File: config.mk
export PLATFORM = sky130hd
export DESIGN_NAME = lbfw_queue
export DESIGN_NICKNAME = d
export VERILOG_FILES = /design/src/lbfw_pkg.sv /design/src/lbfw_queue.sv
export SDC_FILE = /design/constraint.sdc
export NUM_CORES = 1
export LEC_CHECK = 0
export BUFFER_PORTS_ARGS = -buffer_cell sky130_fd_sc_hd__buf_2
export CAP_MARGIN = 20
export CELL_PAD_IN_SITES_DETAIL_PLACEMENT = 0
export CELL_PAD_IN_SITES_GLOBAL_PLACEMENT = 1
export CORE_MARGIN = 1.5
export CORE_UTILIZATION = 30
export DETAILED_ROUTE_END_ITERATION = 12
export GPL_ROUTABILITY_DRIVEN = 1
export PLACE_DENSITY_LB_ADDON = 0.1
export SLEW_MARGIN = 30
export SYNTH_ARGS = -nofsm -noshare
export SYNTH_HDL_FRONTEND = slang
export SYNTH_SLANG_ARGS = --single-unit
File: constraint.sdc
create_clock -name i_clk -period 4.5 [get_ports i_clk]
set_input_delay 0.225 -clock i_clk [delete_from_list [all_inputs] [get_ports i_clk]]
set_output_delay 0.225 -clock i_clk [all_outputs]
set_load 0.01 [all_outputs]
File: src/lbfw_pkg.sv
`timescale 1ns / 1ps
// ----------------------------------------------------------------------------
// lbfw_pkg
// shared constants, types and state encodings of the led bit-plane frame
// writer
// ----------------------------------------------------------------------------
package lbfw_pkg;

    localparam int ROW_LENGTH     = 60;
    localparam int STRIP_LENGTH   = 300;
    localparam int STRIP_COUNT    = 8;
    localparam int PIXEL_COUNT    = 2400;
    localparam int BITS_PER_PIXEL = 24;
    localparam int STORE_DEPTH    = STRIP_LENGTH * BITS_PER_PIXEL;

    localparam int ADDR_W  = 13;
    localparam int INDEX_W = 12;
    localparam int COLOR_W = 24;
    localparam int LANE_W  = 3;

    localparam int RECIP_SHIFT = 16;
    localparam logic [11:0] ROW_RECIP   = 12'((1 << RECIP_SHIFT) / ROW_LENGTH);
    localparam logic [11:0] STRIP_RECIP = 12'((1 << RECIP_SHIFT) / STRIP_LENGTH);

    localparam logic [ADDR_W-1:0] STORE_BYTES = ADDR_W'(STORE_DEPTH);

    localparam int QUEUE_DEPTH = 4;
    localparam int QPTR_W      = $clog2(QUEUE_DEPTH);

    typedef enum logic [0:0] {
        CMD_SET  = 1'b0,
        CMD_READ = 1'b1
    } t_command;

    typedef struct packed {
        logic                is_read;
        logic [ADDR_W-1:0]   addr;
        logic [LANE_W-1:0]   strip;
        logic [COLOR_W-1:0]  grb;
    } t_job;

    typedef enum logic [2:0] {
        F_IDLE,
        F_ROW_EST,
        F_ROW_REM,
        F_MIRROR,
        F_STRIP_EST,
        F_STRIP_REM,
        F_STRIP_FIX,
        F_PUSH
    } t_front_state;

    typedef enum logic [1:0] {
        B_CLEAR,
        B_IDLE,
        B_RMW,
        B_READ
    } t_back_state;

endpackage

File: src/lbfw_queue.sv
`timescale 1ns / 1ps
// ----------------------------------------------------------------------------
// lbfw_queue
// short job queue between the command front end and the store sequencer
// ----------------------------------------------------------------------------
module lbfw_queue import lbfw_pkg::*; (
    input  logic i_clk,
    input  logic i_rst_n,
    input  logic i_push,
    input  t_job i_job,
    output logic o_full,
    input  logic i_pop,
    output logic o_empty,
    output t_job o_job
);

    t_job              r_entry [QUEUE_DEPTH];
    logic [QPTR_W-1:0] r_wr_ptr;
    logic [QPTR_W-1:0] r_rd_ptr;
    logic [QPTR_W:0]   r_count;

    assign o_full  = (r_count == (QPTR_W + 1)'(QUEUE_DEPTH));
    assign o_empty = (r_count == '0);
    assign o_job   = r_entry[r_rd_ptr];

    always_ff @(posedge i_clk) begin
        if (!i_rst_n) begin
            r_wr_ptr <= '0;
            r_rd_ptr <= '0;
            r_count  <= '0;
        end else begin
            if (i_push) begin
                r_wr_ptr <= r_wr_ptr + 1'b1;
            end
            if (i_pop) begin
                r_rd_ptr <= r_rd_ptr + 1'b1;
            end
            if (i_push && !i_pop) begin
                r_count <= r_count + 1'b1;
            end else if (i_pop && !i_push) begin
                r_count <= r_count - 1'b1;
            end
        end
    end

    always_ff @(posedge i_clk) begin
        if (i_push) begin
            r_entry[r_wr_ptr] <= i_job;
        end
    end

endmodule

-- Word level (Yosys, flattened, before mapping)
Memories as Yosys holds them, arrays and structs flattened. A register that Yosys moved wholly into a read port is not among the register bits.
Cells that the tools add are included.
- muxes and demuxes: 6
- add/subtract/negate cells: 4
- reduce and logical (&&, ||, !) cells: 6
- equality and inequality tests: 1
- operator list (kind ; number):
    3-bit two-way mux ; 2
    2-bit by 1-bit adder with 2-bit output, second input constant ; 2
    2-bit two-way mux ; 2
    3-bit by 1-bit adder with 3-bit output, second input constant ; 1
    3-bit equality test, second input constant ; 1
    3-bit zero test ; 1
    3-bit by 1-bit subtractor with 3-bit output, second input constant ; 1
    1-bit logical AND ; 2
    1-bit zero test ; 2
    1-bit two-way mux ; 2
    2-bit nonzero test ; 1
- memory bits (writable): 164
- memories kept: 1
- register bits after elaboration: 7
- output and inout bits: 43
- bits of input ports: 45
- word-level logic and storage cells: 21
- memory list (memory ; depth ; width ; read ports ; clocked after Yosys merged registers in ; write ports ; RTL line ; RTL):
    r_entry ; 4 ; 41 ; 1 ; 1 ; 1 ; lbfw_queue.sv:17 ; t_job r_entry [QUEUE_DEPTH];

-- Logic depth before layout (Yosys ltp)
- depth after elaboration: 4
- mapped depth: 7

-- Worst setup path after synthesis
Ideal clock, no wire load.
- path type: reg-to-reg
- start: reg r_wr_ptr[0]
- end: mem r_entry[2][0] (netlist bit), enable pin
- required time: 4098 ps
- stages on the path, launching flop included: 4
- setup slack: 2566 ps
- arrival time: 1531 ps
- clock period less this slack: 1934 ps
- path through: dfxtp_1 -> inv_1 -> ha_1 -> and2_1
- RTL lines (element ; RTL line ; RTL):
    start, declared ; lbfw_queue.sv:18 ; logic [QPTR_W-1:0] r_wr_ptr;
    start signal, assigned ; lbfw_queue.sv:33 ; r_wr_ptr <= r_wr_ptr + 1'b1;
    end, declared ; lbfw_queue.sv:17 ;
Straight into the memory's write port.

==> run metrics <==
status completed; CTS tree yes; Relative slew margins 45.2%; final hold vios 0; Logic pwr share 9.5%; post-route minimum period 2.41 ns; Final Setup Violations 0; setup_tns 0 ns; PwrDens 460 nW/um^2; Initial DRT Pass Iterations 4; Mapped Cells 258; Sw Pwr 781 uW; Routed WL 12,200 um; maximum vdd ir drop 0.000238 V; min-delay src i_job[23]; total CTS buffers 17; first-pass GRT wire length 18,300 um; H-tree lvl count 4; post-synth cell types 22; placed cell count 615; worst hold path type in2reg; Pint 2.77 mW; Max Clk Rate 0.415 GHz; nets 414; setup ws final 2.09 ns; sequential share of power 53.1%; CTS sink count 173; Startpoint Class flip-flop; chip width 149 um; I/O pins 88; post-route cell area 7720 sq um; DP Area 7120 sq um; die area 22,300 sq um; Worst Path Arrival 2.19 ns; period utilisation layout 53.6%; Avg WL per Cell 18.7 um; layout cells sized above 1 43.9%; DRC violations left 0; overall routing resource usage 11.7%; total of max-cap violations 0; Clk pwr share 37.4%; initial core utilization 30.5%; RSZ-0062 raised after global routing no; Detail Route Antenna Nets 0; crit end category primary output; diode count 0; Reg-to-Reg Start r_wr_ptr[0]; Worst-Margin Slew 0.822 ns; worst clock skew 0.00669 ns; post-detail-place hpwl 7150 um; synthesized flop and latch total 173; Clk pin slew, worst setup/hold paths 0.06 ns; largest net degree at the start of global routing 42; Slew Limit Fails 0; Cell Rows 53; Static Leakage 2.59 nW; clock buffer depth 2; Yosys warning total 0; Net Sw Frac 22.0%; Critical Path RT 4.28 ns; Core ar. 21,000 sq um; Vias 2,856; grt total ovfl 0; post-cts resize count 0; Iter 0 DRT Violations 133; # hold bufs at CTS 3; Setup Buffers After CTS 0; Critical Path Fanout Max 23; GPL Wtd Cong 0.641; count of input and output buffers 87; filler-free cell count of the finished design 651; share of the core filled with cells 36.7%; Area Overhead vs Synth 20.3%; routed vias/inst 4.39; vias in the first global route 3,145; worst-skew pair later-pin latency 0.42 ns; Avg Synthesized Cell Area 24.9 sq um; Root Buffer clkbuf_16; Die H 149 um; antenna violations before repair 1; Crit Path Category reg2out; pre-CTS WS 2.40 ns; syn_nets 309; sequential fraction of the synthesis area 79.6%; mapped cell area 6410 sq um
[state kept, by name, indices dropped and copies added (netlist names), named ones only]
register	count
r_rd_ptr	2
r_wr_ptr	2
r_count	3
r_entry	164
[final timing paths]
kind              slack [ns]        endpoint  cells past startpoint
hold / removal          0.02  r_entry[3][23]                      1
hold reg to reg         0.51      r_count[2]                      2
setup reg to reg        2.53  r_entry[3][26]                      3
setup / recovery        2.09       o_job[17]                      3
[layout make-up]
cell class | count | area (sq um)
Timing Repair Buffer | 96 | 531
Inverter | 4 | 15.0
Multi-Input combinational cell | 71 | 1180
Clock buffer | 21 | 440
Fill cell | 1920 | 13300
Sequential cell | 173 | 5110
Clock inverter | 11 | 93.8
Tap cell | 275 | 344
[metal layers]
metal | up-vias | wire [um] | GRT usage, % | part of all wire, %
li1 | 1287 | - | - | -
met1 | 1490 | 5300 | 14.1 | 43
met2 | 65 | 6100 | 19.3 | 50
met3 | 14 | 618 | 4.10 | 5.1
met4 | 0 | 171 | 4.75 | 1.4
met5 | - | 0 | 0 | 0
[critical path, cell delays in order (launching register included)]
cell     delay, ns
dfxtp_2       0.78
buf_4         0.43
mux4_2        0.37
buf_2         0.17
[per-stage QoR]
step           power, mW  hold slack [ns]
6_report            3.55           0.0218
3_5_place_dp        2.26            0.443
2_1_floorplan       2.12            0.324
3_3_place_gp        2.26            0.438
5_1_grt             3.71         0.000786
4_1_cts             3.61         0.000182
[power groups by stage]
stage / Combinational (mW) / Clock [mW] / Sequential (mW)
2_1_floorplan: 0.226 / 0 / 1.90
3_3_place_gp: 0.322 / 0 / 1.94
3_5_place_dp: 0.326 / 0 / 1.94
4_1_cts: 0.328 / 1.38 / 1.90
5_1_grt: 0.372 / 1.45 / 1.89
6_report: 0.338 / 1.33 / 1.88
[cell usage after synthesis, drive strengths merged]
master,n,share of area (%)
a21boi,1,0.12
and2,9,0.88
buf,10,1.8
dfxtp,9,2.8
edfxtp,164,77
fa,1,0.31
ha,5,0.98
inv,4,0.23
mux2i,2,0.31
mux4,41,14
nand2,1,0.058
nor2b,2,0.20
nor3,1,0.078
nor3b,1,0.12
o21ai,1,0.078
or3,1,0.098
xnor2,2,0.27
xor2,3,0.41
[cell families after synthesis]
group / synth area share (%)
adders and majority gates: 1.29
DFF: 79.6
AOI/OAI and AO/OA: 0.195
xor gates and xnor gates: 0.683
muxes: 14.8
buffers and inverters: 2.03
and+or+nand+nor: 1.42
[placed cells by master, fill, tap and decap left out, drive strengths merged]
| master | synthesis | routed |
|---|---|---|
| buf | 10 | 93 |
| mux4 | 41 | 41 |
| nor3 | 1 | 1 |
| nor2b | 2 | 2 |
| xnor2 | 2 | 2 |
| edfxtp | 164 | 164 |
| or3 | 1 | 1 |
| dfxtp | 9 | 9 |
| o21ai | 1 | 1 |
| xor2 | 3 | 3 |
| ha | 5 | 5 |
| inv | 4 | 5 |
| nand2 | 1 | 1 |
| bufinv | 0 | 1 |
| fa | 1 | 1 |
| clkbuf | 0 | 21 |
| clkinvlp | 0 | 2 |
| nor3b | 1 | 1 |
| a21boi | 1 | 1 |
| and2 | 9 | 9 |
| clkinv | 0 | 7 |
| dlygate4sd3 | 0 | 3 |
| mux2i | 2 | 2 |
(Power assumes the default switching activity.)
