==> src/lbfw_pkg.sv <==
`timescale 1ns / 1ps
// ----------------------------------------------------------------------------
// lbfw_pkg
// shared constants, types and state encodings of the led bit-plane frame
// writer
// ----------------------------------------------------------------------------
package lbfw_pkg;

    localparam int ROW_LENGTH     = 60;
    localparam int STRIP_LENGTH   = 300;
    localparam int STRIP_COUNT    = 8;
    localparam int PIXEL_COUNT    = 2400;
    localparam int BITS_PER_PIXEL = 24;
    localparam int STORE_DEPTH    = STRIP_LENGTH * BITS_PER_PIXEL;

    localparam int ADDR_W  = 13;
    localparam int INDEX_W = 12;
    localparam int COLOR_W = 24;
    localparam int LANE_W  = 3;

    localparam int RECIP_SHIFT = 16;
    localparam logic [11:0] ROW_RECIP   = 12'((1 << RECIP_SHIFT) / ROW_LENGTH);
    localparam logic [11:0] STRIP_RECIP = 12'((1 << RECIP_SHIFT) / STRIP_LENGTH);

    localparam logic [ADDR_W-1:0] STORE_BYTES = ADDR_W'(STORE_DEPTH);

    localparam int QUEUE_DEPTH = 4;
    localparam int QPTR_W      = $clog2(QUEUE_DEPTH);

    typedef enum logic [0:0] {
        CMD_SET  = 1'b0,
        CMD_READ = 1'b1
    } t_command;

    typedef struct packed {
        logic                is_read;
        logic [ADDR_W-1:0]   addr;
        logic [LANE_W-1:0]   strip;
        logic [COLOR_W-1:0]  grb;
    } t_job;

    typedef enum logic [2:0] {
        F_IDLE,
        F_ROW_EST,
        F_ROW_REM,
        F_MIRROR,
        F_STRIP_EST,
        F_STRIP_REM,
        F_STRIP_FIX,
        F_PUSH
    } t_front_state;

    typedef enum logic [1:0] {
        B_CLEAR,
        B_IDLE,
        B_RMW,
        B_READ
    } t_back_state;

endpackage

==> src/lbfw_front.sv <==
`timescale 1ns / 1ps
// ----------------------------------------------------------------------------
// lbfw_front
// accepts commands, drops out-of-range pixels, applies the serpentine
// mirror and splits the index into strip and offset
// ----------------------------------------------------------------------------
module lbfw_front import lbfw_pkg::*; (
    input  logic               i_clk,
    input  logic               i_rst_n,
    input  logic               i_in_valid,
    output logic               o_in_ready,
    input  logic [0:0]         i_command,
    input  logic [INDEX_W-1:0] i_pixel_index,
    input  logic [COLOR_W-1:0] i_pixel_color,
    input  logic [ADDR_W-1:0]  i_byte_address,
    input  logic               i_clearing,
    input  logic               i_full,
    output logic               o_push,
    output t_job               o_job
);

    t_front_state       r_state, n_state;
    t_command           r_cmd;
    logic [INDEX_W-1:0] r_idx;
    logic [COLOR_W-1:0] r_color;
    logic [ADDR_W-1:0]  r_addr;
    logic [6:0]         r_q;
    logic [9:0]         r_rem;

    logic               accept;
    logic [23:0]        row_prod;
    logic [23:0]        strip_prod;
    logic [ADDR_W-1:0]  row_rem_raw;
    logic [ADDR_W-1:0]  strip_rem_raw;
    logic               row_wrap;
    logic [6:0]         row_fix;
    logic [9:0]         row_rem_fix;
    logic [ADDR_W-1:0]  mirrored;
    logic               strip_wrap;
    logic [6:0]         strip_fix;
    logic [9:0]         off_fix;
    logic               strip_drop;
    logic [13:0]        base;

    function automatic logic [COLOR_W-1:0] to_grb(input logic [COLOR_W-1:0] rgb);
        return {rgb[15:8], rgb[23:16], rgb[7:0]};
    endfunction

    // row and strip split by reciprocal estimate plus one correction step
    always_comb begin
        row_prod      = 24'(r_idx) * 24'(ROW_RECIP);
        strip_prod    = 24'(r_idx) * 24'(STRIP_RECIP);
        row_rem_raw   = ADDR_W'(r_idx) - ADDR_W'(r_q) * ADDR_W'(ROW_LENGTH);
        strip_rem_raw = ADDR_W'(r_idx) - ADDR_W'(r_q) * ADDR_W'(STRIP_LENGTH);
        row_wrap      = (r_rem >= 10'(ROW_LENGTH));
        row_fix       = r_q + 7'(row_wrap);
        row_rem_fix   = row_wrap ? (r_rem - 10'(ROW_LENGTH)) : r_rem;
        mirrored      = ADDR_W'(r_idx) + ADDR_W'(ROW_LENGTH - 1)
                        - ADDR_W'({row_rem_fix, 1'b0});
        strip_wrap    = (r_rem >= 10'(STRIP_LENGTH));
        strip_fix     = r_q + 7'(strip_wrap);
        off_fix       = strip_wrap ? (r_rem - 10'(STRIP_LENGTH)) : r_rem;
        strip_drop    = (strip_fix >= 7'(STRIP_COUNT));
        base          = {r_rem, 4'b0000} + {1'b0, r_rem, 3'b000};
    end

    // outputs
    always_comb begin
        o_in_ready    = (r_state == F_IDLE) && !i_clearing;
        accept        = i_in_valid && o_in_ready;
        o_push        = (r_state == F_PUSH) && !i_full;
        o_job.is_read = (r_cmd == CMD_READ);
        o_job.addr    = (r_cmd == CMD_READ) ? r_addr : ADDR_W'(base);
        o_job.strip   = r_q[LANE_W-1:0];
        o_job.grb     = to_grb(r_color);
    end

    // next state
    always_comb begin
        n_state = r_state;
        unique case (r_state)
            F_IDLE: begin
                if (accept) begin
                    if (t_command'(i_command) == CMD_READ) begin
                        n_state = F_PUSH;
                    end else if (i_pixel_index < INDEX_W'(PIXEL_COUNT)) begin
                        n_state = F_ROW_EST;
                    end
                end
            end
            F_ROW_EST:   n_state = F_ROW_REM;
            F_ROW_REM:   n_state = F_MIRROR;
            F_MIRROR:    n_state = F_STRIP_EST;
            F_STRIP_EST: n_state = F_STRIP_REM;
            F_STRIP_REM: n_state = F_STRIP_FIX;
            F_STRIP_FIX: n_state = strip_drop ? F_IDLE : F_PUSH;
            F_PUSH: begin
                if (!i_full) begin
                    n_state = F_IDLE;
                end
            end
            default:     n_state = F_IDLE;
        endcase
    end

    always_ff @(posedge i_clk) begin
        if (!i_rst_n) begin
            r_state <= F_IDLE;
        end else begin
            r_state <= n_state;
        end
    end

    always_ff @(posedge i_clk) begin
        case (r_state)
            F_IDLE: begin
                if (accept) begin
                    r_cmd   <= t_command'(i_command);
                    r_idx   <= i_pixel_index;
                    r_color <= i_pixel_color;
                    r_addr  <= i_byte_address;
                end
            end
            F_ROW_EST: r_q   <= row_prod[22:16];
            F_ROW_REM: r_rem <= 10'(row_rem_raw);
            F_MIRROR: begin
                if (!row_fix[0]) begin
                    r_idx <= INDEX_W'(mirrored);
                end
            end
            F_STRIP_EST: r_q   <= strip_prod[22:16];
            F_STRIP_REM: r_rem <= 10'(strip_rem_raw);
            F_STRIP_FIX: begin
                r_q   <= strip_fix;
                r_rem <= off_fix;
            end
            default: ;
        endcase
    end

endmodule

==> config.mk <==
export PLATFORM = sky130hd
export DESIGN_NAME = lbfw_front
export DESIGN_NICKNAME = d
export VERILOG_FILES = /design/src/lbfw_pkg.sv /design/src/lbfw_front.sv
export SDC_FILE = /design/constraint.sdc
export NUM_CORES = 1
export LEC_CHECK = 0
export ABC_AREA = 1
export BUFFER_PORTS_ARGS = -buffer_cell sky130_fd_sc_hd__clkbuf_2
export CAP_MARGIN = 10
export CORE_UTILIZATION = 60
export CTS_BUF_LIST = sky130_fd_sc_hd__clkbuf_8
export DETAILED_ROUTE_END_ITERATION = 6
export PLACE_DENSITY = 0.82
export SLEW_MARGIN = 20
export SYNTH_ARGS = -nofsm -noshare
export SYNTH_HDL_FRONTEND = slang
export SYNTH_SLANG_ARGS = --single-unit
==> constraint.sdc <==
create_clock -name i_clk -period 4.9 [get_ports i_clk]
set_input_delay 0.98 -clock i_clk [delete_from_list [all_inputs] [get_ports i_clk]]
set_output_delay 0.98 -clock i_clk [all_outputs]
set_load 0.01 [all_outputs]
-- Yosys cells after proc, flatten, opt, wreduce, memory -nomap -nowiden
Cells that the tools add are included.
- flip-flop bits (word level): 70
- bits in latches: 0
- RAM bits: 0
- bits in read-only memories: 0
- output and inout bits: 43
- word-level logic and storage cells: 63
- memories: 0
- add/subtract/negate cells: 9
- multiply operators: 4
- div/mod/pow operators: 0
- order comparisons: 4
- eq/ne operators: 12
- shift-type cells: 0
- muxes and demuxes: 14
- bitwise gates (word level): 0
- reduce and logical (&&, ||, !) cells: 13
- operator list (operator ; number):
    $pmux W10 S3 ; 1
    $mux W12 ; 2
    $pmux W12 S2 ; 1
    $pmux W3 S8 ; 1
    $mul A12 B9 Y21 const B ; 1
    $pmux W7 S3 ; 1
    $mux W10 ; 2
    $sub A10 B10 Y10 ; 2
    $mul A12 B7 Y19 const B ; 1
    $mux W3 ; 5
    $add A13 B13 Y13 ; 1
    $mux W13 ; 1
    $add A12 B6 Y12 const B ; 1
    $eq A3 B3 Y1 const B ; 4
    $lt A12 B12 Y1 const B ; 1
    $sub A12 B11 Y12 ; 1
    $ge A10 B6 Y1 const B ; 1
    $ge A10 B9 Y1 const B ; 1
    $sub A10 B6 Y10 const B ; 1
    $sub A10 B9 Y10 const B ; 1
    $mul A7 B4 Y8 const B ; 1
    $mul A7 B7 Y8 const B ; 1
    $ne A2 B2 Y1 const B ; 4
    $add A7 B1 Y7 ; 1
    12 further kinds ; 19

-- Logic depth before layout (Yosys ltp)
Gate-level depths: netlist of run 1.
- word-level depth: 5
- depth in mapped cells: 23

-- Worst setup path before layout of run 1
OpenSTA, ideal clock, no wires.
- path kind: register to register
- start point: reg r_idx[5]
- end point: reg r_q[1] (data pin)
- data arrival time: 3.504 ns
- required time: 4.633 ns
- path slack: 1.128 ns
- cell stages (with the launch flop): 16
- path buffers: 0
- path through: edfxtp_1 ha_1 inv_1 fa_1 inv_1 fa_1 inv_1 fa_1 inv_1 ha_1 a21oi_1 o21ai_0 o21ai_0 nand3_1 nand2_1 o211ai_1
- longest elaborated chain between the ends: 2
- elaborated cells between the ends (all ways): 3
- classes of those cells: mul: 2; mux: 1
- RTL lines (element ; line ; text):
    from (decl) ; lbfw_front.sv:24 ; logic [INDEX_W-1:0] r_idx;
    from (signal assigned) ; lbfw_front.sv:119 ; r_idx <= i_pixel_index;
    from (signal assigned) ; lbfw_front.sv:128 ; r_idx <= INDEX_W'(mirrored);
    $mul A12 B7 Y19 / $mul A12 B9 Y21 (equally long branches) ; lbfw_front.sv:52, lbfw_front.sv:51 ;
    $pmux W7 S3 * ; lbfw_front.sv:115 ; case (r_state)
    to (signal assigned) ; lbfw_front.sv:124 ; F_ROW_EST: r_q <= row_prod[22:16];
    to (signal assigned) ; lbfw_front.sv:131 ; F_STRIP_EST: r_q <= strip_prod[22:16];
    to (signal assigned) ; lbfw_front.sv:134 ; r_q <= strip_fix;
    to (decl) ; lbfw_front.sv:27 ; logic [6:0] r_q;
Mark *: on every way between the ends. The rest lies on a longest branch, timed or not.
A chain may end at the register's enable or synchronous reset.

-- Final worst setup path of run 1
- start point: reg r_q[1]
- end point: reg r_rem[9] (data pin)
- longest elaborated chain between the ends: 3
- elaborated cells between the ends (all ways): 5
- classes of those cells: add/sub: 2; mul: 2; mux: 1
- RTL lines (element ; line ; text):
    $mul A7 B7 Y8 / $mul A7 B4 Y8 (equally long branches) ; lbfw_front.sv:54, lbfw_front.sv:53 ;
    $sub A10 B10 Y10, on equally long branches ; lbfw_front.sv:54, lbfw_front.sv:53 ;
    $pmux W10 S3 * ; lbfw_front.sv:115 ;
    to (signal assigned) ; lbfw_front.sv:125 ; F_ROW_REM: r_rem <= 10'(row_rem_raw);
    to (signal assigned) ; lbfw_front.sv:132 ; F_STRIP_REM: r_rem <= 10'(strip_rem_raw);
    to (signal assigned) ; lbfw_front.sv:135 ; r_rem <= off_fix;
    to (decl) ; lbfw_front.sv:28 ; logic [9:0] r_rem;
Marked as above.

==> results.sh, run 1 <==
export IMPL_synthFlopType="edfxtp_1"
export IMPL_min_period_over_period=0.866
export IMPL_antenna_left=0
export IMPL_gr_total_overflow=0
export IMPL_async_flop_share=0
export IMPL_cts_tree="built"
export IMPL_setup_viol=0
export IMPL_cp_required_ns=5.02
export IMPL_clockBufferDepth=2
export IMPL_firstDrtPassIters=5
export IMPL_n_fill_cell=1000
export IMPL_clk_latency_ns=0.37
export IMPL_hold_buffers=0
export IMPL_arrival_ns=4.37
export IMPL_outcome="complete, no violations"
export IMPL_drv_cap=0
export IMPL_clkSinkCount=70
export IMPL_cts_buffers=9
export IMPL_grt_pass1_wl_um=31100
export IMPL_synthTopCellsByArea="edfxtp_1, ha_1, fa_1"
export IMPL_fp_dieH_um=118
export IMPL_timing_fmax_ghz=0.236
export IMPL_crit_path_start_kind="register"
export IMPL_min_from="r_state[2]$_SDFFE_PN0P_"
export IMPL_synth_edf_count=67
export IMPL_start_util=0.626
export IMPL_rsz0062_at_grt="false"
export IMPL_drive_gt1_frac=0.128
export IMPL_ioPinCount=98
export IMPL_coreArea_mm2=0.0129
export IMPL_grt_pass1_vias=6829
export IMPL_viasPerCell=5.41
export IMPL_timing_rr_start="r_q[1]$_DFFE_PP_"
export IMPL_gp_congestion=0.951
export IMPL_netlist_area_mm2=0.00806
export IMPL_path_class="register to register"
export IMPL_fp_dieArea_mm2=0.0139
export IMPL_multi_input_area_mm2=0.00525
export IMPL_hp_class="register to register"
export IMPL_tightest_slew_ns=0.674
export IMPL_yosys_area_top_type_share=0.250
export IMPL_antenna_found_initial=0
export IMPL_ctsHtreeMaxLevel=3
export IMPL_vias=6701
export IMPL_crit_fanout=8
export IMPL_cts_setup_buffers=0
export IMPL_drt_first_iter_violations=459
export IMPL_ys_warn_count=0
export IMPL_yosysSeqAreaShare=0.257
export IMPL_skew_ns=0.0124
export IMPL_relSlewSlack=0.550
export IMPL_dp_hpwl_um=15100
export IMPL_route_detailed_drc=0
export IMPL_ys_ff_latch=70
export IMPL_syn_avg_cell_area_um2=8.39
export IMPL_finalMaxSlewViolations=0
export IMPL_r2r_worst_path_cells=18
export IMPL_clk_pin_slew_ns=0.08
export IMPL_wire_per_inst_um=14.8
export IMPL_drt_wl_total_um=18300
export IMPL_hold_viol_final=0
export IMPL_area_growth_pct=10.6
export IMPL_area_sequential_mm2=0.00207
export IMPL_grt_max_degree=40
export IMPL_portBuffers=97
export IMPL_fin_nets=1315
export IMPL_whs_path_depth=2
export IMPL_worstSetupEndpointType="register"
export IMPL_cts_root_buf="clkbuf_8"
export IMPL_finalCriticalPeriod_ns=4.24
export IMPL_setup_tns_final_ns=0
export IMPL_hold_end="r_state[0]$_SDFFE_PN0P_"
export IMPL_grt_use_total=0.284
export IMPL_syn_inst=961
export IMPL_reg2reg_to="r_rem[9]$_DFFE_PP_"
export IMPL_ys_types=41
export IMPL_cts_resized=0
export IMPL_die_x_um=118
export IMPL_synth_largest_area_cell="edfxtp_1"
export IMPL_synth_nets=1214
export IMPL_rows=41
export IMPL_diodes=0
export IMPL_rrSetupSlack_ns=0.66
synth_stat cells (all sizes together) (10+ instances only):
cell type / instances
a21oi: 63
edfxtp: 67
fa: 42
ha: 156
inv: 180
nand2: 195
nand3: 56
nor2: 48
nor3: 10
o21ai: 55
or2: 11
xor2: 19
cells in the final DEF (no fill, tap or decap), drive strengths merged, types with 7 or more instances in the layout:
| master | Yosys | layout |
|---|---|---|
| a21oi | 63 | 63 |
| clkbuf | 2 | 106 |
| edfxtp | 67 | 67 |
| fa | 42 | 42 |
| ha | 156 | 156 |
| inv | 180 | 181 |
| nand2 | 195 | 195 |
| nand3 | 56 | 56 |
| nand4 | 7 | 7 |
| nor2 | 48 | 48 |
| nor3 | 10 | 10 |
| o21ai | 55 | 55 |
| or2 | 11 | 11 |
| xnor2 | 8 | 8 |
| xor2 | 19 | 19 |
cell families (layout without fill, tap and decap cells):
logic type / after synthesis / count (layout) / share of synthesized area
DFF: 70 / 70 / 0.257
adders and majority gates: 198 / 198 / 0.346
AOI/OAI and AO/OA: 142 / 142 / 0.0956
muxes: 2 / 2 / 0.00264
and+or+nand+nor: 332 / 332 / 0.177
xor gates and xnor gates: 27 / 27 / 0.0293
buffers and inverters: 190 / 296 / 0.0920
registers in the layout, summed over array words and instances (netlist names):
| name | cells |
|---|---|
| r_q | 7 |
| r_cmd | 1 |
| r_rem | 10 |
| r_color | 24 |
| r_addr | 13 |
| r_state | 3 |
| r_idx | 12 |
per-stage QoR:
stage,std cells,util,setup WS (ns),hold slack [ns],instance area [um^2]
2_1_floorplan,961,-,1.13,0.590,8060
3_3_place_gp,1223,0.678,0.762,0.664,8720
3_5_place_dp,1223,0.678,0.693,0.658,8720
4_1_cts,1239,0.692,0.654,0.674,8910
5_1_grt,1239,0.692,0.352,0.722,8910
6_report,1239,0.692,0.658,0.680,8910
critical path, stage by stage, from the launching register on:
cell,delay [ns]
edfxtp_1,0.63
inv_1,0.16
fa_1,0.53
fa_1,0.52
inv_1,0.04
ha_1,0.37
nand2_1,0.08
nand2_1,0.08
a31oi_1,0.06
or2_2,0.29
a31oi_1,0.25
ha_1,0.33
nand2_1,0.11
o21a_1,0.14
nand3_1,0.08
nand2_1,0.11
nand3_1,0.08
nand3_1,0.08
nand2_1,0.06
metal layers:
metal / part of all wire / vias up / global-route usage
met5: 0 / - / 0
met4: 0.027 / 0 / 0.113
met3: 0.063 / 38 / 0.0586
met2: 0.47 / 227 / 0.473
met1: 0.44 / 3062 / 0.359
li1: - / 3374 / -
final cells by class:
type / instances / area share
Clock inverter: 7 / 0.00744
Timing Repair Buffer: 100 / 0.0570
Clock buffer: 9 / 0.0139
Inverter: 180 / 0.0758
Multi-Input combinational cell: 701 / 0.589
Tap cell: 172 / 0.0241
Sequential cell: 70 / 0.232
how the worst max path moves through the flow:
stage                       start                 end  slack (ns)  depth (start not counted)
3_5_place_dp     r_q[2]$_DFFE_PP_  r_rem[9]$_DFFE_PP_        0.69                         18
4_1_cts          r_q[2]$_DFFE_PP_  r_rem[9]$_DFFE_PP_        0.65                         18
3_3_place_gp     r_q[2]$_DFFE_PP_  r_rem[9]$_DFFE_PP_        0.76                         18
6_report         r_q[1]$_DFFE_PP_  r_rem[9]$_DFFE_PP_        0.66                         18
5_1_grt          r_q[2]$_DFFE_PP_  r_rem[9]$_DFFE_PP_        0.35                         19
2_1_floorplan  r_idx[5]$_DFFE_PP_    r_q[1]$_DFFE_PP_        1.13                         15
Power of run 1 is left out: the tool's default activity adds up to more than one toggle a clock period on the data nets, which glitch-free logic cannot reach.
==> run 2, diff against run 1 <==
clock period = 5.07 ns   (was 4.9 ns; I/O delays follow)
==> results.sh, run 2 (synthesis gave the netlist of run 1 again) <==
export IMPL_drive_gt1_frac=0.129
export IMPL_hold_viol_final=0
export IMPL_cp_slowest_cell="edfxtp_1"
export IMPL_post_place_cells=1222
export IMPL_ioPinCount=98
export IMPL_vias=6853
export IMPL_cts_buffers=9
export IMPL_rsz0062_at_grt="false"
export IMPL_min_period_over_period=0.848
export IMPL_final_cell_mix="nand2_1, inv_1, ha_1"
export IMPL_hp_class="register to register"
export IMPL_clk_pin_slew_ns=0.09
export IMPL_setup_tns_final_ns=0
export IMPL_finalCriticalPeriod_ns=4.30
export IMPL_reg_top3="r_color: 24 flops, r_addr: 13 flops, r_idx: 12 flops"
export IMPL_gp_congestion=0.952
export IMPL_r2r_worst_path_cells=18
export IMPL_timing_fmax_ghz=0.233
export IMPL_rrSetupSlack_ns=0.77
export IMPL_relSlewSlack=0.560
export IMPL_crit_path_start_kind="register"
export IMPL_cpMostUsedCell="nand2_1"
export IMPL_grt_pass1_vias=6785
export IMPL_clockBufferDepth=2
export IMPL_cts_resized=0
export IMPL_cp_required_ns=5.20
export IMPL_whs_path_depth=2
export IMPL_outcome="complete, no violations"
export IMPL_dp_hpwl_um=15200
export IMPL_area_sequential_mm2=0.00207
export IMPL_grt_use_total=0.283
export IMPL_tightest_slew_ns=0.659
export IMPL_final_common_cell="nand2_1"
export IMPL_multi_input_area_mm2=0.00525
export IMPL_drt_wl_total_um=18700
export IMPL_largest_register_ffs=24
export IMPL_hold_buffers=0
export IMPL_n_fill_cell=1026
export IMPL_rows=41
export IMPL_firstDrtPassIters=5
export IMPL_ctsHtreeMaxLevel=3
export IMPL_cp_cell_sequence="inv_1 -> fa_1 -> fa_1 -> inv_1 -> ha_1 -> nand2_1 -> nand2_1 -> a31oi_1 -> or2_2 -> a31oi_1 -> ha_1 -> nand2_1 -> o21a_1 -> nand3_1 -> nand2_1 -> nand3_1 -> nand3_1 -> nand2_1"
export IMPL_clkSinkCount=70
export IMPL_area_growth_pct=10.8
export IMPL_crit_path_max_incr_delay_ns=0.68
export IMPL_cts_root_buf="clkbuf_8"
export IMPL_wire_per_inst_um=15.1
export IMPL_cts_setup_buffers=0
export IMPL_cts_tree="built"
export IMPL_clk_latency_ns=0.37
export IMPL_viasPerCell=5.54
export IMPL_fin_nets=1314
export IMPL_min_from="r_state[2]$_SDFFE_PN0P_"
export IMPL_fp_dieArea_mm2=0.0139
export IMPL_layoutNonFillerInstCount=1237
export IMPL_arrival_ns=4.43
export IMPL_finalMaxSlewViolations=0
export IMPL_drv_cap=0
export IMPL_portBuffers=97
export IMPL_coreArea_mm2=0.0129
export IMPL_crit_fanout=10
export IMPL_start_util=0.626
export IMPL_gr_total_overflow=0
export IMPL_regMostFlops="r_color"
export IMPL_route_detailed_drc=0
export IMPL_worstSetupEndpointType="register"
export IMPL_grt_pass1_wl_um=31200
export IMPL_antenna_found_initial=0
export IMPL_fp_dieH_um=118
export IMPL_antenna_left=0
export IMPL_skew_ns=0.0167
export IMPL_hold_end="r_state[1]$_SDFFE_PN0P_"
export IMPL_die_x_um=118
export IMPL_reg2reg_to="r_rem[9]$_DFFE_PP_"
export IMPL_setup_viol=0
export IMPL_timing_rr_start="r_q[2]$_DFFE_PP_"
export IMPL_path_class="register to register"
export IMPL_grt_max_degree=40
export IMPL_drt_first_iter_violations=460
export IMPL_diodes=0
run 2: changes by cell type in the layout (fill, tap and decap cells not counted), sizes merged:
cell,delta
buf,-1
bufinv,+1
clkinv,-1
clkinvlp,-2
inv,+1
run 2: metrics by stage:
step	worst slack (ns)	cell area (um^2)	utilization	hold WS (ns)
floorplan	1.30	8060	-	0.590
global placement	0.946	8720	0.677	0.664
detailed placement	0.835	8720	0.677	0.683
CTS	0.796	8940	0.694	0.691
global route	0.515	8940	0.694	0.726
finish	0.769	8940	0.694	0.711
run 2: critical path: cells and delay by family, from the launching register on:
| family | cells | cell delay (ns) |
|---|---|---|
| and+or+nand+nor | 9 | 1.00 |
| AOI/OAI and AO/OA | 3 | 0.49 |
| buffers and inverters | 2 | 0.17 |
| DFF | 1 | 0.68 |
| adders and majority gates | 4 | 1.71 |
run 2: worst max path at each step:
stage | endpoint | start | slack (ns) | depth (start not counted)
3_3_place_gp | r_rem[9]$_DFFE_PP_ | r_q[2]$_DFFE_PP_ | 0.95 | 18
2_1_floorplan | r_q[1]$_DFFE_PP_ | r_idx[5]$_DFFE_PP_ | 1.30 | 15
3_5_place_dp | r_rem[9]$_DFFE_PP_ | r_q[2]$_DFFE_PP_ | 0.83 | 18
5_1_grt | r_rem[9]$_DFFE_PP_ | r_q[3]$_DFFE_PP_ | 0.52 | 19
6_report | r_rem[9]$_DFFE_PP_ | r_q[2]$_DFFE_PP_ | 0.77 | 18
4_1_cts | r_rem[9]$_DFFE_PP_ | r_q[2]$_DFFE_PP_ | 0.80 | 18
run 2: cell type report:
cell class | count | area share
Timing Repair Buffer | 99 | 0.0560
Inverter | 180 | 0.0756
Tap cell | 172 | 0.0241
Clock inverter | 6 | 0.0106
Clock buffer | 9 | 0.0139
Multi-Input combinational cell | 701 | 0.588
Sequential cell | 70 | 0.232
run 2: per-layer routing:
layer,GRT usage,up-vias,share of wire
met4,0.116,0,0.029
met5,0,-,0
met2,0.467,282,0.46
li1,-,3369,-
met1,0.373,3157,0.44
met3,0.0397,45,0.072
Power of run 2 is left out for the same reason.
==> run 3, diff against run 2 <==
ABC_AREA = 0   (was 1)
CORE_UTILIZATION = 55   (was 60)
PLACE_DENSITY = 0.79   (was 0.82)
clock period = 3.73 ns   (was 5.07 ns; I/O delays follow)
==> results.sh, run 3 <==
export IMPL_ioPinCount=98
export IMPL_synth_top_cells_by_count="ha_1, inv_1, edfxtp_1"
export IMPL_setup_viol=7
export IMPL_skew_ns=0.0141
export IMPL_clockBufferDepth=2
export IMPL_coreArea_mm2=0.0134
export IMPL_drive_gt1_frac=0.284
export IMPL_clk_pin_slew_ns=0.09
export IMPL_synth_largest_area_cell="edfxtp_1"
export IMPL_die_x_um=120
export IMPL_route_detailed_drc=0
export IMPL_rsz0062_at_grt="true"
export IMPL_drv_cap=0
export IMPL_crit_fanout=4
export IMPL_ys_ff_latch=70
export IMPL_outcome="finished with violations"
export IMPL_worstSetupEndpointType="register"
export IMPL_fin_nets=1185
export IMPL_dp_hpwl_um=14100
export IMPL_timing_fmax_ghz=0.244
export IMPL_antenna_found_initial=0
export IMPL_gr_total_overflow=0
export IMPL_hp_class="input port to register"
export IMPL_area_growth_pct=23.7
export IMPL_path_class="register to register"
export IMPL_finalMaxSlewViolations=0
export IMPL_final_cell_mix="ha_1, inv_1, clkbuf_2"
export IMPL_hold_buffers=0
export IMPL_rows=42
export IMPL_netlist_area_mm2=0.00765
export IMPL_drt_first_iter_violations=338
export IMPL_antenna_left=0
export IMPL_firstDrtPassIters=6
export IMPL_syn_avg_cell_area_um2=9.97
export IMPL_drt_wl_total_um=18400
export IMPL_layout_core_utilization=0.706
export IMPL_yosys_area_top_type_share=0.263
export IMPL_cts_root_buf="clkbuf_8"
export IMPL_layoutNonFillerInstCount=1113
export IMPL_yosysSeqAreaShare=0.271
export IMPL_ctsHtreeMaxLevel=3
export IMPL_synth_most_common_cell="ha_1"
export IMPL_diodes=0
export IMPL_syn_inst=767
export IMPL_cp_required_ns=3.97
export IMPL_fp_dieArea_mm2=0.0144
export IMPL_grt_pass1_vias=6225
export IMPL_synth_nets=1020
export IMPL_gp_congestion=0.907
export IMPL_hold_viol_final=0
export IMPL_synthTopCellsByArea="edfxtp_1, ha_1, fa_1"
export IMPL_async_flop_share=0
export IMPL_start_util=0.571
export IMPL_relSlewSlack=0.358
export IMPL_clkSinkCount=70
export IMPL_tightest_slew_ns=0.952
export IMPL_ys_types=60
export IMPL_ys_warn_count=0
export IMPL_final_common_cell="ha_1"
export IMPL_wire_per_inst_um=16.5
export IMPL_cts_buffers=9
export IMPL_regMostFlops="r_color"
export IMPL_grt_use_total=0.263
export IMPL_portBuffers=97
export IMPL_grt_max_degree=39
export IMPL_post_place_cells=1089
export IMPL_violations="negative setup slack"
export IMPL_synthFlopType="edfxtp_1"
export IMPL_fin_ws_ns=-0.367
export IMPL_reg_top3="r_color: 24 flops, r_addr: 13 flops, r_idx: 12 flops"
export IMPL_synth_edf_count=67
export IMPL_vias=6142
export IMPL_finalCriticalPeriod_ns=4.10
export IMPL_arrival_ns=4.33
export IMPL_crit_path_start_kind="register"
export IMPL_clk_latency_ns=0.39
export IMPL_grt_pass1_wl_um=29300
export IMPL_min_period_over_period=1.10
export IMPL_viasPerCell=5.52
export IMPL_cts_tree="built"
export IMPL_largest_register_ffs=24
export IMPL_fp_dieH_um=120
-- run 3: changes by cell type after synthesis, moves of 5 or more --
cell / before / now
inv_1: 177 / 112
a21oi_1: 63 / 38
or2_2: 10 / 0
nand3_1: 55 / 11
a21o_1: 1 / 11
o21ai_0: 55 / 46
clkbuf_1: 2 / 8
xnor2_1: 8 / 37
nand2_1: 193 / 65
or3_1: 0 / 5
nor2_1: 44 / 36
and2_1: 0 / 7
-- run 3: stage by stage --
stage | TNS, ns | area, um^2 | setup WS [ns] | hold WS [ns]
after CTS | -1.03 | 9330 | -0.246 | 0.519
after global placement | -0.872 | 8900 | -0.239 | 0.571
after detailed placement | -1.39 | 8900 | -0.367 | 0.575
after floorplan | -0.445 | 7790 | -0.197 | 0.584
after global routing | -2.98 | 9460 | -0.564 | 0.520
final | -1.53 | 9460 | -0.367 | 0.529
-- run 3: per-layer routing --
layer / vias to the layer above / GRT usage / share of wire
met4: 0 / 0.0898 / 0.016
met3: 21 / 0.0423 / 0.057
met1: 2930 / 0.325 / 0.43
met5: - / 0 / 0
met2: 195 / 0.462 / 0.50
li1: 2996 / - / -
-- run 3: worst max-delay path, cell delays in order, from the launching register on --
cell and delay (ns):
edfxtp_1 0.49, ha_4 0.33, inv_2 0.04, fa_1 0.52, inv_1 0.05, fa_1 0.49
inv_1 0.05, fa_2 0.53, inv_2 0.05, ha_4 0.15, a211oi_2 0.19, o211ai_1 0.12
a21oi_2 0.21, o21bai_4 0.14, a2111oi_4 0.33, a31oi_2 0.06, o22ai_1 0.18
-- run 3: logic make-up (layout without fill, tap and decap cells) --
group,count (synthesis),after routing,share of synthesized area
buffers and inverters,131,301,0.0676
DFF,70,70,0.271
adders and majority gates,198,198,0.365
and+or+nand+nor,153,153,0.0915
xor gates and xnor gates,58,58,0.0700
muxes,7,7,0.00982
AOI/OAI and AO/OA,150,150,0.125
-- run 3: path summary, 6_finish.rpt --
path	startpoint	endpoint	slack, ns	cells past startpoint
min reg2reg	r_state[0]$_SDFFE_PN0P_	r_state[1]$_SDFFE_PN0P_	0.59	2
min	i_byte_address[9]	r_addr[9]$_DFFE_PP_	0.53	1
max	r_idx[2]$_DFFE_PP_	r_q[3]$_DFFE_PP_	-0.37	16
max reg2reg	r_idx[2]$_DFFE_PP_	r_q[3]$_DFFE_PP_	-0.37	16
-- run 3: what timing repair did --
action	4_1_cts	5_1_grt
gates cloned	0	0
endpoints found under the hold margin	0	0
pin swaps	36	19
buffers inserted	6	4
endpoints found under the setup margin	8	11
gates resized for setup	32	22
-- run 3: final cells by class --
type                       count  area [um^2]
timing repair buffer         171         1050
clock inverter                 7         61.3
multi-input combinational    566         5500
tap                          176          220
clock buffer                   9          124
fill                         980         3940
inverter                     114          428
sequential                    70         2070
Power of run 3 is left out for the same reason.
